===== src/hw/rtl/skcs_pkg.sv =====
// Package for the skyline contour sweep.
// Holds the FSM state type, result status codes and the cell control struct.
// No dependencies.
`default_nettype none

package skcs_pkg;

    typedef enum logic [1:0] {
        S_IDLE,
        S_CMP,
        S_APPLY
    } t_state;

    typedef enum logic [1:0] {
        ST_POINT     = 2'd0,
        ST_UNMATCHED = 2'd1,
        ST_FULL      = 2'd2
    } t_status;

    localparam logic CMD_START = 1'b0;
    localparam logic CMD_END   = 1'b1;

    typedef struct packed {
        logic cmp;
        logic ins;
        logic rem;
    } t_cell_ctl;

endpackage

`default_nettype wire


===== src/hw/rtl/skcs_cell.sv =====
// One cell of the sorted open-height chain (descending, valid entries packed at the front).
// Compares its entry with the request height, then shifts right on insert or left on remove.
// Depends on skcs_pkg.
`default_nettype none

module skcs_cell
    import skcs_pkg::*;
#(
    parameter int COORD_BITS = 16
) (
    input  wire logic                  i_clk,
    input  wire logic                  i_rst_n,
    input  wire t_cell_ctl             i_ctl,
    input  wire logic [COORD_BITS-1:0] i_h,
    input  wire logic [COORD_BITS-1:0] i_left_val,
    input  wire logic                  i_left_valid,
    input  wire logic                  i_left_ge,
    input  wire logic [COORD_BITS-1:0] i_right_val,
    input  wire logic                  i_right_valid,
    output logic [COORD_BITS-1:0]      o_val,
    output logic                       o_valid,
    output logic                       o_ge,
    output logic                       o_gt,
    output logic                       o_eq
);

    logic [COORD_BITS-1:0] r_val;
    logic                  r_valid;
    logic                  r_ge;
    logic                  r_gt;
    logic [COORD_BITS-1:0] n_val;
    logic                  n_valid;

    always_comb begin
        n_val   = r_val;
        n_valid = r_valid;
        if (i_ctl.ins && !r_ge) begin
            if (i_left_ge) begin
                n_val   = i_h;
                n_valid = 1'b1;
            end else begin
                n_val   = i_left_val;
                n_valid = i_left_valid;
            end
        end else if (i_ctl.rem && !r_gt) begin
            n_val   = i_right_val;
            n_valid = i_right_valid;
        end
    end

    always_ff @(posedge i_clk) begin
        if (!i_rst_n) begin
            r_valid <= 1'b0;
        end else begin
            r_valid <= n_valid;
        end
    end

    always_ff @(posedge i_clk) begin
        r_val <= n_val;
        if (i_ctl.cmp) begin
            r_ge <= r_valid && (r_val >= i_h);
            r_gt <= r_valid && (r_val > i_h);
        end
    end

    assign o_val   = r_val;
    assign o_valid = r_valid;
    assign o_ge    = r_ge;
    assign o_gt    = r_gt;
    assign o_eq    = r_valid && (r_val == i_h);

endmodule

`default_nettype wire


===== src/hw/rtl/skyline_contour_sweep.sv =====
// Skyline contour sweep: each accepted request passes the compare state, then the shift state
// in the cell chain (S_CMP, then S_APPLY); its result is registered on leaving the shift state.
// The next request is taken in the shift cycle while the result register is free or drains.
// Synchronous active-low reset empties the open-height chain and idles the sequencer.
// Depends on skcs_pkg and skcs_cell.
`default_nettype none

module skyline_contour_sweep
    import skcs_pkg::*;
#(
    parameter int MAX_OPEN   = 64,
    parameter int COORD_BITS = 16
) (
    input  wire logic                  i_clk,
    input  wire logic                  i_rst_n,
    input  wire logic                  i_in_valid,
    output logic                       o_in_ready,
    input  wire logic                  i_cmd,
    input  wire logic [COORD_BITS-1:0] i_event_x,
    input  wire logic [COORD_BITS-1:0] i_event_h,
    output logic                       o_out_valid,
    input  wire logic                  i_out_ready,
    output logic [COORD_BITS-1:0]      o_point_x,
    output logic [COORD_BITS-1:0]      o_point_y,
    output logic [1:0]                 o_status
);

    t_state                r_state;
    t_state                n_state;
    logic                  r_cmd;
    logic [COORD_BITS-1:0] r_x;
    logic [COORD_BITS-1:0] r_h;
    logic                  r_match;
    logic                  r_out_valid;
    logic [COORD_BITS-1:0] r_point_x;
    logic [COORD_BITS-1:0] r_point_y;
    t_status               r_status;

    logic [COORD_BITS-1:0] w_val   [MAX_OPEN];
    logic [MAX_OPEN-1:0]   w_valid;
    logic [MAX_OPEN-1:0]   w_ge;
    logic [MAX_OPEN-1:0]   w_gt;
    logic [MAX_OPEN-1:0]   w_eq;

    t_cell_ctl             w_ctl;
    logic                  w_finish;
    logic                  w_full;
    logic [COORD_BITS-1:0] w_old_max;
    logic [COORD_BITS-1:0] w_new_max;
    logic                  w_emit;
    t_status               w_status;

    assign w_finish  = !r_out_valid || i_out_ready;
    assign w_full    = w_valid[MAX_OPEN-1];
    assign w_old_max = w_valid[0] ? w_val[0] : '0;

    always_comb begin
        n_state = r_state;
        unique case (r_state)
            S_IDLE: begin
                if (i_in_valid) n_state = S_CMP;
            end
            S_CMP: begin
                n_state = S_APPLY;
            end
            S_APPLY: begin
                if (w_finish) n_state = i_in_valid ? S_CMP : S_IDLE;
            end
            default: n_state = S_IDLE;
        endcase
    end

    always_comb begin
        o_in_ready = 1'b0;
        w_ctl      = '0;
        unique case (r_state)
            S_IDLE: begin
                o_in_ready = 1'b1;
            end
            S_CMP: begin
                w_ctl.cmp = 1'b1;
            end
            S_APPLY: begin
                o_in_ready = w_finish;
                w_ctl.ins  = w_finish && (r_cmd == CMD_START) && !w_full;
                w_ctl.rem  = w_finish && (r_cmd == CMD_END) && r_match;
            end
            default: begin
                o_in_ready = 1'b0;
            end
        endcase
    end

    always_comb begin
        w_new_max = w_old_max;
        w_emit    = 1'b0;
        w_status  = ST_POINT;
        if (r_cmd == CMD_START) begin
            if (w_full) begin
                w_emit   = 1'b1;
                w_status = ST_FULL;
            end else begin
                w_new_max = w_ge[0] ? w_old_max : r_h;
                w_emit    = (w_new_max != w_old_max);
            end
        end else begin
            if (!r_match) begin
                w_emit   = 1'b1;
                w_status = ST_UNMATCHED;
            end else begin
                if (!w_gt[0]) w_new_max = w_valid[1] ? w_val[1] : '0;
                w_emit = (w_new_max != w_old_max);
            end
        end
    end

    always_ff @(posedge i_clk) begin
        if (!i_rst_n) begin
            r_state     <= S_IDLE;
            r_out_valid <= 1'b0;
        end else begin
            r_state <= n_state;
            if (r_state == S_APPLY && w_finish) begin
                r_out_valid <= w_emit;
            end else if (i_out_ready) begin
                r_out_valid <= 1'b0;
            end
        end
    end

    always_ff @(posedge i_clk) begin
        if (i_in_valid && o_in_ready) begin
            r_cmd <= i_cmd;
            r_x   <= i_event_x;
            r_h   <= i_event_h;
        end
        if (r_state == S_CMP) r_match <= |w_eq;
        if (r_state == S_APPLY && w_finish && w_emit) begin
            r_point_x <= r_x;
            r_point_y <= w_new_max;
            r_status  <= w_status;
        end
    end

    for (genvar gi = 0; gi < MAX_OPEN; gi++) begin : g_cell
        logic [COORD_BITS-1:0] w_left_val;
        logic                  w_left_valid;
        logic                  w_left_ge;
        logic [COORD_BITS-1:0] w_right_val;
        logic                  w_right_valid;

        if (gi == 0) begin : g_head
            assign w_left_val   = '0;
            assign w_left_valid = 1'b0;
            assign w_left_ge    = 1'b1;
        end else begin : g_mid
            assign w_left_val   = w_val[gi-1];
            assign w_left_valid = w_valid[gi-1];
            assign w_left_ge    = w_ge[gi-1];
        end

        if (gi == MAX_OPEN - 1) begin : g_tail
            assign w_right_val   = '0;
            assign w_right_valid = 1'b0;
        end else begin : g_body
            assign w_right_val   = w_val[gi+1];
            assign w_right_valid = w_valid[gi+1];
        end

        skcs_cell #(
            .COORD_BITS(COORD_BITS)
        ) u_cell (
            .i_clk        (i_clk),
            .i_rst_n      (i_rst_n),
            .i_ctl        (w_ctl),
            .i_h          (r_h),
            .i_left_val   (w_left_val),
            .i_left_valid (w_left_valid),
            .i_left_ge    (w_left_ge),
            .i_right_val  (w_right_val),
            .i_right_valid(w_right_valid),
            .o_val        (w_val[gi]),
            .o_valid      (w_valid[gi]),
            .o_ge         (w_ge[gi]),
            .o_gt         (w_gt[gi]),
            .o_eq         (w_eq[gi])
        );
    end

    assign o_out_valid = r_out_valid;
    assign o_point_x   = r_point_x;
    assign o_point_y   = r_point_y;
    assign o_status    = r_status;

endmodule

`default_nettype wire


===== config.mk =====
export PLATFORM = sky130hd
export DESIGN_NAME = skyline_contour_sweep
export DESIGN_NICKNAME = d
export VERILOG_FILES = /design/src/hw/rtl/skcs_pkg.sv /design/src/hw/rtl/skcs_cell.sv /design/src/hw/rtl/skyline_contour_sweep.sv
export SDC_FILE = /design/constraint.sdc
export NUM_CORES = 2
export LEC_CHECK = 0
export ABC_AREA = 1
export BUFFER_PORTS_ARGS = -buffer_cell sky130_fd_sc_hd__buf_2
export CAP_MARGIN = 20
export CORE_MARGIN = 5
export CORE_UTILIZATION = 55
export CTS_CLUSTER_SIZE = 28
export DETAILED_ROUTE_END_ITERATION = 8
export PLACE_DENSITY = 0.71
export SLEW_MARGIN = 20
export SYNTH_ARGS = -nofsm -noshare
export SYNTH_HDL_FRONTEND = slang
export SYNTH_SLANG_ARGS = --single-unit

===== constraint.sdc =====
create_clock -name i_clk -period 9.2 [get_ports i_clk]
set_input_delay 0.46 -clock i_clk [delete_from_list [all_inputs] [get_ports i_clk]]
set_output_delay 0.46 -clock i_clk [all_outputs]
set_load 0.02 [all_outputs]

---- Word level (Yosys, flattened, before mapping) ----
Index checks and enable logic that the tools add are counted.
word-level totals
  output and inout bits ................... 36
  register bits ........................... 1287
operators by class
  order comparisons ....................... 128
  eq/ne operators ......................... 70
  reduce and logical (&&, ||, !) cells .... 526
  bitwise logic cells ..................... 1
  mux-type cells .......................... 406
operators with widths
  cell                                                             count
  16-bit 2-to-1 mux                                                200
  16-bit == test                                                   64
  16-bit greater-or-equal comparator                               64
  16-bit > comparator                                              64
  1-bit logical AND                                                327
  1-bit 2-to-1 mux                                                 199
  1-bit logical NOT                                                130
  2-bit nonzero test                                               65
  64-bit OR reduction                                              1
  16-bit inequality test                                           2
  2-bit 2-to-1 mux                                                 5
  2-bit one-hot mux with 3 select lines                            1
  2-bit inequality test, second input constant                     2
  2-bit by 1-bit == test with 1-bit output, second input constant  1
  2-bit == test, second input constant                             1
  2-bit logical NOT                                                1
  1-bit one-hot mux with 2 select lines                            1
  2-bit AND reduction                                              1
  1-bit logical OR                                                 1
  1-bit inverter                                                   1

---- Longest topological paths before layout ----
  depth after elaboration ................. 8
  gate-level depth with buffers ........... 16
  gate-level depth less buffers ........... 14

---- Hierarchy ----
From an unflattened synthesis, not the netlist that was laid out.
second synthesis, totals
  cell total of the unflattened synthesis .. 11914
  area total of the unflattened synthesis .. 94438.1 sq um
modules (own cells, without submodules)
  module                              cells an instance  area each (sq um)  instances
  skcs_cell at g_cell[0].u_cell ...   180                1417.6             58
  skcs_cell at g_cell[62].u_cell ...  178                1418.9             6
  skyline_contour_sweep               406                3703.6             1

---- Least setup slack after synthesis ----
No wires, ideal clock.
  path kind ............................... register to register
  start ................................... register r_state[0]
  end ..................................... register g_cell[0].u_cell.r_ge (enable)
  data required time ...................... 8.580 ns
  arrival time ............................ 5.777 ns
  buffers on the path ..................... 0
  period minus slack after synthesis ...... 6.397 ns
  stages on the path, launching flop included .. 3
  setup slack ............................. 2.803 ns
  path through ............................ dfxtp_1 inv_1 nor2_1
between the ends
  longest elaborated chain between the ends .. 2
RTL lines
  what                                      line                          text
  start: declaration                        skyline_contour_sweep.sv:28   t_state r_state;
  start signal: assignment                  skyline_contour_sweep.sv:122  r_state <= n_state;
  2-bit by 1-bit == test with 1-bit output  skyline_contour_sweep.sv:76   unique case (r_state)
  1-bit 2-to-1 mux                          skyline_contour_sweep.sv:76
  end signal: assignment                    skcs_cell.sv:62               r_ge <= r_valid && (r_val >= i_h);
  end: declaration                          skcs_cell.sv:29               logic r_ge;
No other way between the ends.
A chain may end at the register's enable or synchronous reset.

---- Worst setup path in the final report ----
  start ................................... register r_h[1]
  end ..................................... register r_match (data pin)
between the ends
  longest elaborated chain between the ends .. 3
  elaborated cells on any way between the ends .. 129
RTL lines
  what                      line                          text
  start: declaration        skyline_contour_sweep.sv:32   logic [COORD_BITS-1:0] r_h;
  start signal: assignment  skyline_contour_sweep.sv:135  r_h <= i_event_h;
  16-bit == test            skcs_cell.sv:71               assign o_eq = r_valid && (r_val == i_h);
  1-bit logical AND         skcs_cell.sv:71
  64-bit OR reduction *     skyline_contour_sweep.sv:137  if (r_state == S_CMP) r_match <= |w_eq;
  end signal: assignment    skyline_contour_sweep.sv:137
  end: declaration          skyline_contour_sweep.sv:33   logic r_match;
Mark *: on every way between the ends. The rest lies on a longest branch, timed or not.

==> flow_results.org <==
** Outcome
- Run status :: complete, but fails checks
- The checks that failed: DRC.

** STA
- Final setup vio count :: 0
- Final critical delay including setup and external delays :: 4.59 ns
- Unrepaired setup endpoints after global routing :: false
- Normalized max-slew margin :: 24.3%
- Timing would allow up to 218 MHz.
- At the pin with the least slew margin, the transition time is 1.14 ns.
- Setup WS post-layout :: 4.61 ns
- Number of endpoints with negative hold slack in the final report :: 0
- Pins over their slew limit :: 0
- Final setup skew :: 0.0339 ns
- Hold timing on the final database bottoms out at a slack of 0.137 ns.
- Summed over all failing endpoints, the final setup total negative slack is 0 ns.
- Of the available clock period, the critical path in the final layout requires 49.9%.

** Power
- Fraction of power consumed by combinational cells :: 9.9%
- In this run, flip-flops and latches consume 46.8% of the power.
- VDD sags by at most 0.193 mV.
- In this run the power spent charging and discharging nets is 0.00372 W.
- Switching portion of total power :: 26.3%
- Cell internal power dissipation :: 0.0104 W
- Total power draw :: 0.0142 W
- Portion of total power attributed to the clock network :: 43.3%
- Power spread over the standard cell area amounts to 152 nW/um^2.
- Static Leak :: 36.7 nW

** Die
- Once the floorplan was initialized, standard cells occupied 55.1% of the core.
- Number of primary I/O pins :: 73
- The die is 405 um tall.
- Die area :: 164000 um^2
- Area of the core :: 156000 um^2
- Number of placement rows :: 145
- The floorplan step set the die width to 405 um.

** Layout
- The post-route netlist has 5.09% of its cells at a drive strength greater than 1.
- For this run, the share of the core covered by cells in the final layout is 59.6%.
- From synthesis to final layout, the design area changed by 8.10%.
- Final net count :: 10972

** Worst setup path
- STA puts the critical path data arrival time at 5.13 ns.
- Data on the critical path is required at its endpoint by 9.74 ns.
- For this run, the slowest stage of the critical path takes 0.82 ns.
- In this run the number of cells on the critical path is 16.
- Largest delay contributor family on the critical path :: buffers and inverters
- Number of buffers and inverters on the critical path :: 5
- CP cell instances :: buf_4, inv_6, buf_4, ha_1, inv_1, nor2_1, nand3_1, nor2_1, nand2_1, nand2_1, inv_1, nand2_1, nor2_1, nand2_1, nor2_1, nand2_1
- Critical path endpoint category :: register
- The worst setup path is launched from a register.
- Type of the worst setup path :: reg2reg
- In this run the worst path has a maximum fanout of 49.
- For this design, the slowest cell found on the critical path is sky130_fd_sc_hd__buf_4.
- Counting stages on the worst path, the most repeated cell is sky130_fd_sc_hd__nand2_1.
- For flop-to-flop paths, the worst setup slack is 4.61 ns.
- Counting cells, the worst reg-to-reg path comes to 16.

** Clocking
- Clock-pin slew was measured on the worst setup and hold paths at 0.06 ns.
- # hold bufs at CTS :: 34
- Counting the buffers created by CTS gives 150.
- CTS sink count :: 1287
- The number of setup buffers added after CTS is 0.
- CTS placed an instance of sky130_fd_sc_hd__clkbuf_16 at the clock tree root.
- Post-CTS repair changed the size of 0 cells.
- Number of levels the H-tree was split into :: 4
- TritonCTS clock tree :: done
- Clock insertion delay at the later pin of the skew report :: 0.81 ns
- The longest clock path from root to sink contains 3 buffers.

** GRT
- Pin count of the biggest net entering global routing :: 75
- The via count of the first global-routing pass was 73137.
- The initial antenna violation count came to 2.
- The first global-routing pass estimated 421000 um of wire.
- GR Overflow Total :: 0
- Global routing consumed, over all layers together, 32.7% of the routing resources.

** Synth
- Post-Synthesis Mean Instance Area :: 8.51 um^2
- Synthesized-area fraction occupied by and/or/nand/nor cells :: 19.4%
- Of the total synthesized cell area, the portion taken by XOR and XNOR cells is 0%.
- Cell taking the most area after synthesis :: sky130_fd_sc_hd__edfxtp_1
- Counting distinct cell types in the post-synthesis netlist gives 42.
- Count of flip-flops with a built-in enable after synthesis :: 1220
- Net Count, Synth :: 11152
- For this run, asynchronously set or reset flops after synthesis account for 0%.
- Among all flip-flop cells after synthesis, the most frequent one is sky130_fd_sc_hd__edfxtp_1.
- The synthesized design devotes to its leading area cell type 42.6% of total area.
- Of the total synthesized cell area, the portion taken by full adders, half adders and majority gates is 14.9%.
- Yosys printed 0 warnings.
- For this run, the register share of the synthesized area comes to 44.2%.
- Leading cell type by number of instances after synthesis :: sky130_fd_sc_hd__nand2_1
- In this run the cell area of the synthesized design comes to 85900 um^2.
- Post-synth top cells :: sky130_fd_sc_hd__nand2_1, sky130_fd_sc_hd__nor2_1, sky130_fd_sc_hd__edfxtp_1, sky130_fd_sc_hd__ha_1, sky130_fd_sc_hd__o21ai_0
- Post-Synthesis Cells :: 10091
- Largest family of logic cells by synthesized area :: simple AND/OR/NAND/NOR gates
- Flip-flop and latch count after synthesis :: 1287
- The synthesized netlist devotes 17.3% of its cell area to compound gates.
- Multiplexer share of the synthesized area :: 0%
- Most area-consuming cells after synthesis :: sky130_fd_sc_hd__edfxtp_1, sky130_fd_sc_hd__ha_1, sky130_fd_sc_hd__nand2_1

** Drt
- After the first detailed-routing iteration, the DRC count stood at 8402.
- The final layout contains routed wiring with a total length of 276000 um.
- DRC violations left :: 1
- ANT nets after route :: 0
- Routed vias/inst :: 6.28
- Wire length on met3 :: 26500 um
- In the final routed layout, each cell accounts on average for 22.8 um.
- The detailed router used layers up to and including met4.
- For this run, the detailed router's first-pass iteration total came to 9.
- Metal2 WL :: 129000 um
- For this block, the via count after detailed routing is 76004.
- Met1 wire length :: 107000 um

** Flow run
- Maxcap violations :: 0

** Placement
- DP HPWL :: 187000 um
- OpenSTA, run right after detailed placement, puts the worst setup slack at 4.85 ns.
- Routability-driven placement finished with a final weighted congestion of 0.921.
- Input and output buffers added on the ports amount to 72.

** Hold path
- The min-delay analysis places its worst path in the category in2reg.
- Count of cells along the worst hold path :: 4
## cell type report
type | count | area (um^2)
fillers | 13400 | 63000
multi-input cells | 7944 | 44400
flip-flops and latches | 1287 | 38000
clock buffers | 203 | 4070
well taps | 2058 | 2570
repair buffers | 229 | 1730
inverters | 299 | 1200
clock inverters | 76 | 880
diodes | 2 | 5.00
## registers in the layout, indices dropped and copies added (netlist names)
register               flops
r_state                    2
r_match                    1
r_h                       16
r_cmd                      1
g_cell.u_cell.o_gt        64
o_status                   2
o_point_y                 16
o_point_x                 16
o_out_valid                1
r_x                       16
g_cell.u_cell.o_val     1024
g_cell.u_cell.o_valid     64
g_cell.u_cell.o_ge        64
## cell families after synthesis
logic type               count (synthesis)
flip-flops                            1287
AO/OA/AOI/OAI                         2690
buffers and inverters                  860
AND/OR/NAND/NOR                       4230
adder cells (fa/ha/maj)               1024
## final timing paths
path,end,startpoint
min,o_out_valid,i_out_ready
max reg2reg,r_match,r_h[1]
min reg2reg,o_point_x[2],r_x[2]
max,r_match,r_h[1]
## worst min-delay path: stages
cell	delay (ns)
sky130_fd_sc_hd__buf_2	0.08
sky130_fd_sc_hd__inv_1	0.04
sky130_fd_sc_hd__nand2_1	0.16
sky130_fd_sc_hd__a21oi_1	0.13
## power by group through the flow
stage               clock network, W  registers (W)  logic (W)
global route                 0.00640        0.00663    0.00156
detailed placement                 0        0.00675    0.00135
floorplan                          0        0.00667   0.000950
CTS                          0.00616        0.00663    0.00137
global placement                   0        0.00675    0.00129
finish                       0.00612        0.00663    0.00141
## layer usage
| metal | vias to the layer above | global-route usage, % |
|---|---|---|
| met5 | - | 0 |
| met4 | 0 | 15.5 |
| met3 | 893 | 5.34 |
| met2 | 3970 | 54.0 |
| met1 | 35678 | 42.4 |
| li1 | 35463 | - |
## through the flow
step | instances | instance area (um^2)
after floorplan | 10091 | 85900
after global placement | 11774 | 87400
after detailed placement | 11774 | 87400
after CTS | 12087 | 92700
after global routing | 12096 | 92900
final | 12098 | 92900
## placed cells by master (no fill, tap or decap), types with 8 or more instances in the layout
cell,instances
sky130_fd_sc_hd__a211oi_1,63
sky130_fd_sc_hd__a21oi_1,872
sky130_fd_sc_hd__a22oi_1,13
sky130_fd_sc_hd__a31oi_1,497
sky130_fd_sc_hd__buf_2,71
sky130_fd_sc_hd__buf_4,114
sky130_fd_sc_hd__bufinv_16,14
sky130_fd_sc_hd__clkbuf_1,42
sky130_fd_sc_hd__clkbuf_16,151
sky130_fd_sc_hd__clkbuf_8,10
sky130_fd_sc_hd__clkinv_1,20
sky130_fd_sc_hd__clkinv_2,27
sky130_fd_sc_hd__dfxtp_1,67
sky130_fd_sc_hd__dlygate4sd3_1,34
sky130_fd_sc_hd__edfxtp_1,1220
sky130_fd_sc_hd__ha_1,1024
sky130_fd_sc_hd__inv_1,268
sky130_fd_sc_hd__inv_2,11
sky130_fd_sc_hd__inv_6,19
sky130_fd_sc_hd__nand2_1,2596
sky130_fd_sc_hd__nand3_1,104
sky130_fd_sc_hd__nand4_1,26
sky130_fd_sc_hd__nor2_1,1376
sky130_fd_sc_hd__nor2_2,8
sky130_fd_sc_hd__nor2_4,30
sky130_fd_sc_hd__nor2_8,11
sky130_fd_sc_hd__nor3_1,40
sky130_fd_sc_hd__nor4_1,10
sky130_fd_sc_hd__nor4b_1,10
sky130_fd_sc_hd__o211ai_1,119
sky130_fd_sc_hd__o21a_1,31
sky130_fd_sc_hd__o21ai_0,992
sky130_fd_sc_hd__o21ai_1,24
sky130_fd_sc_hd__o221ai_1,30
sky130_fd_sc_hd__o22ai_1,29
(Power assumes the default switching activity.)
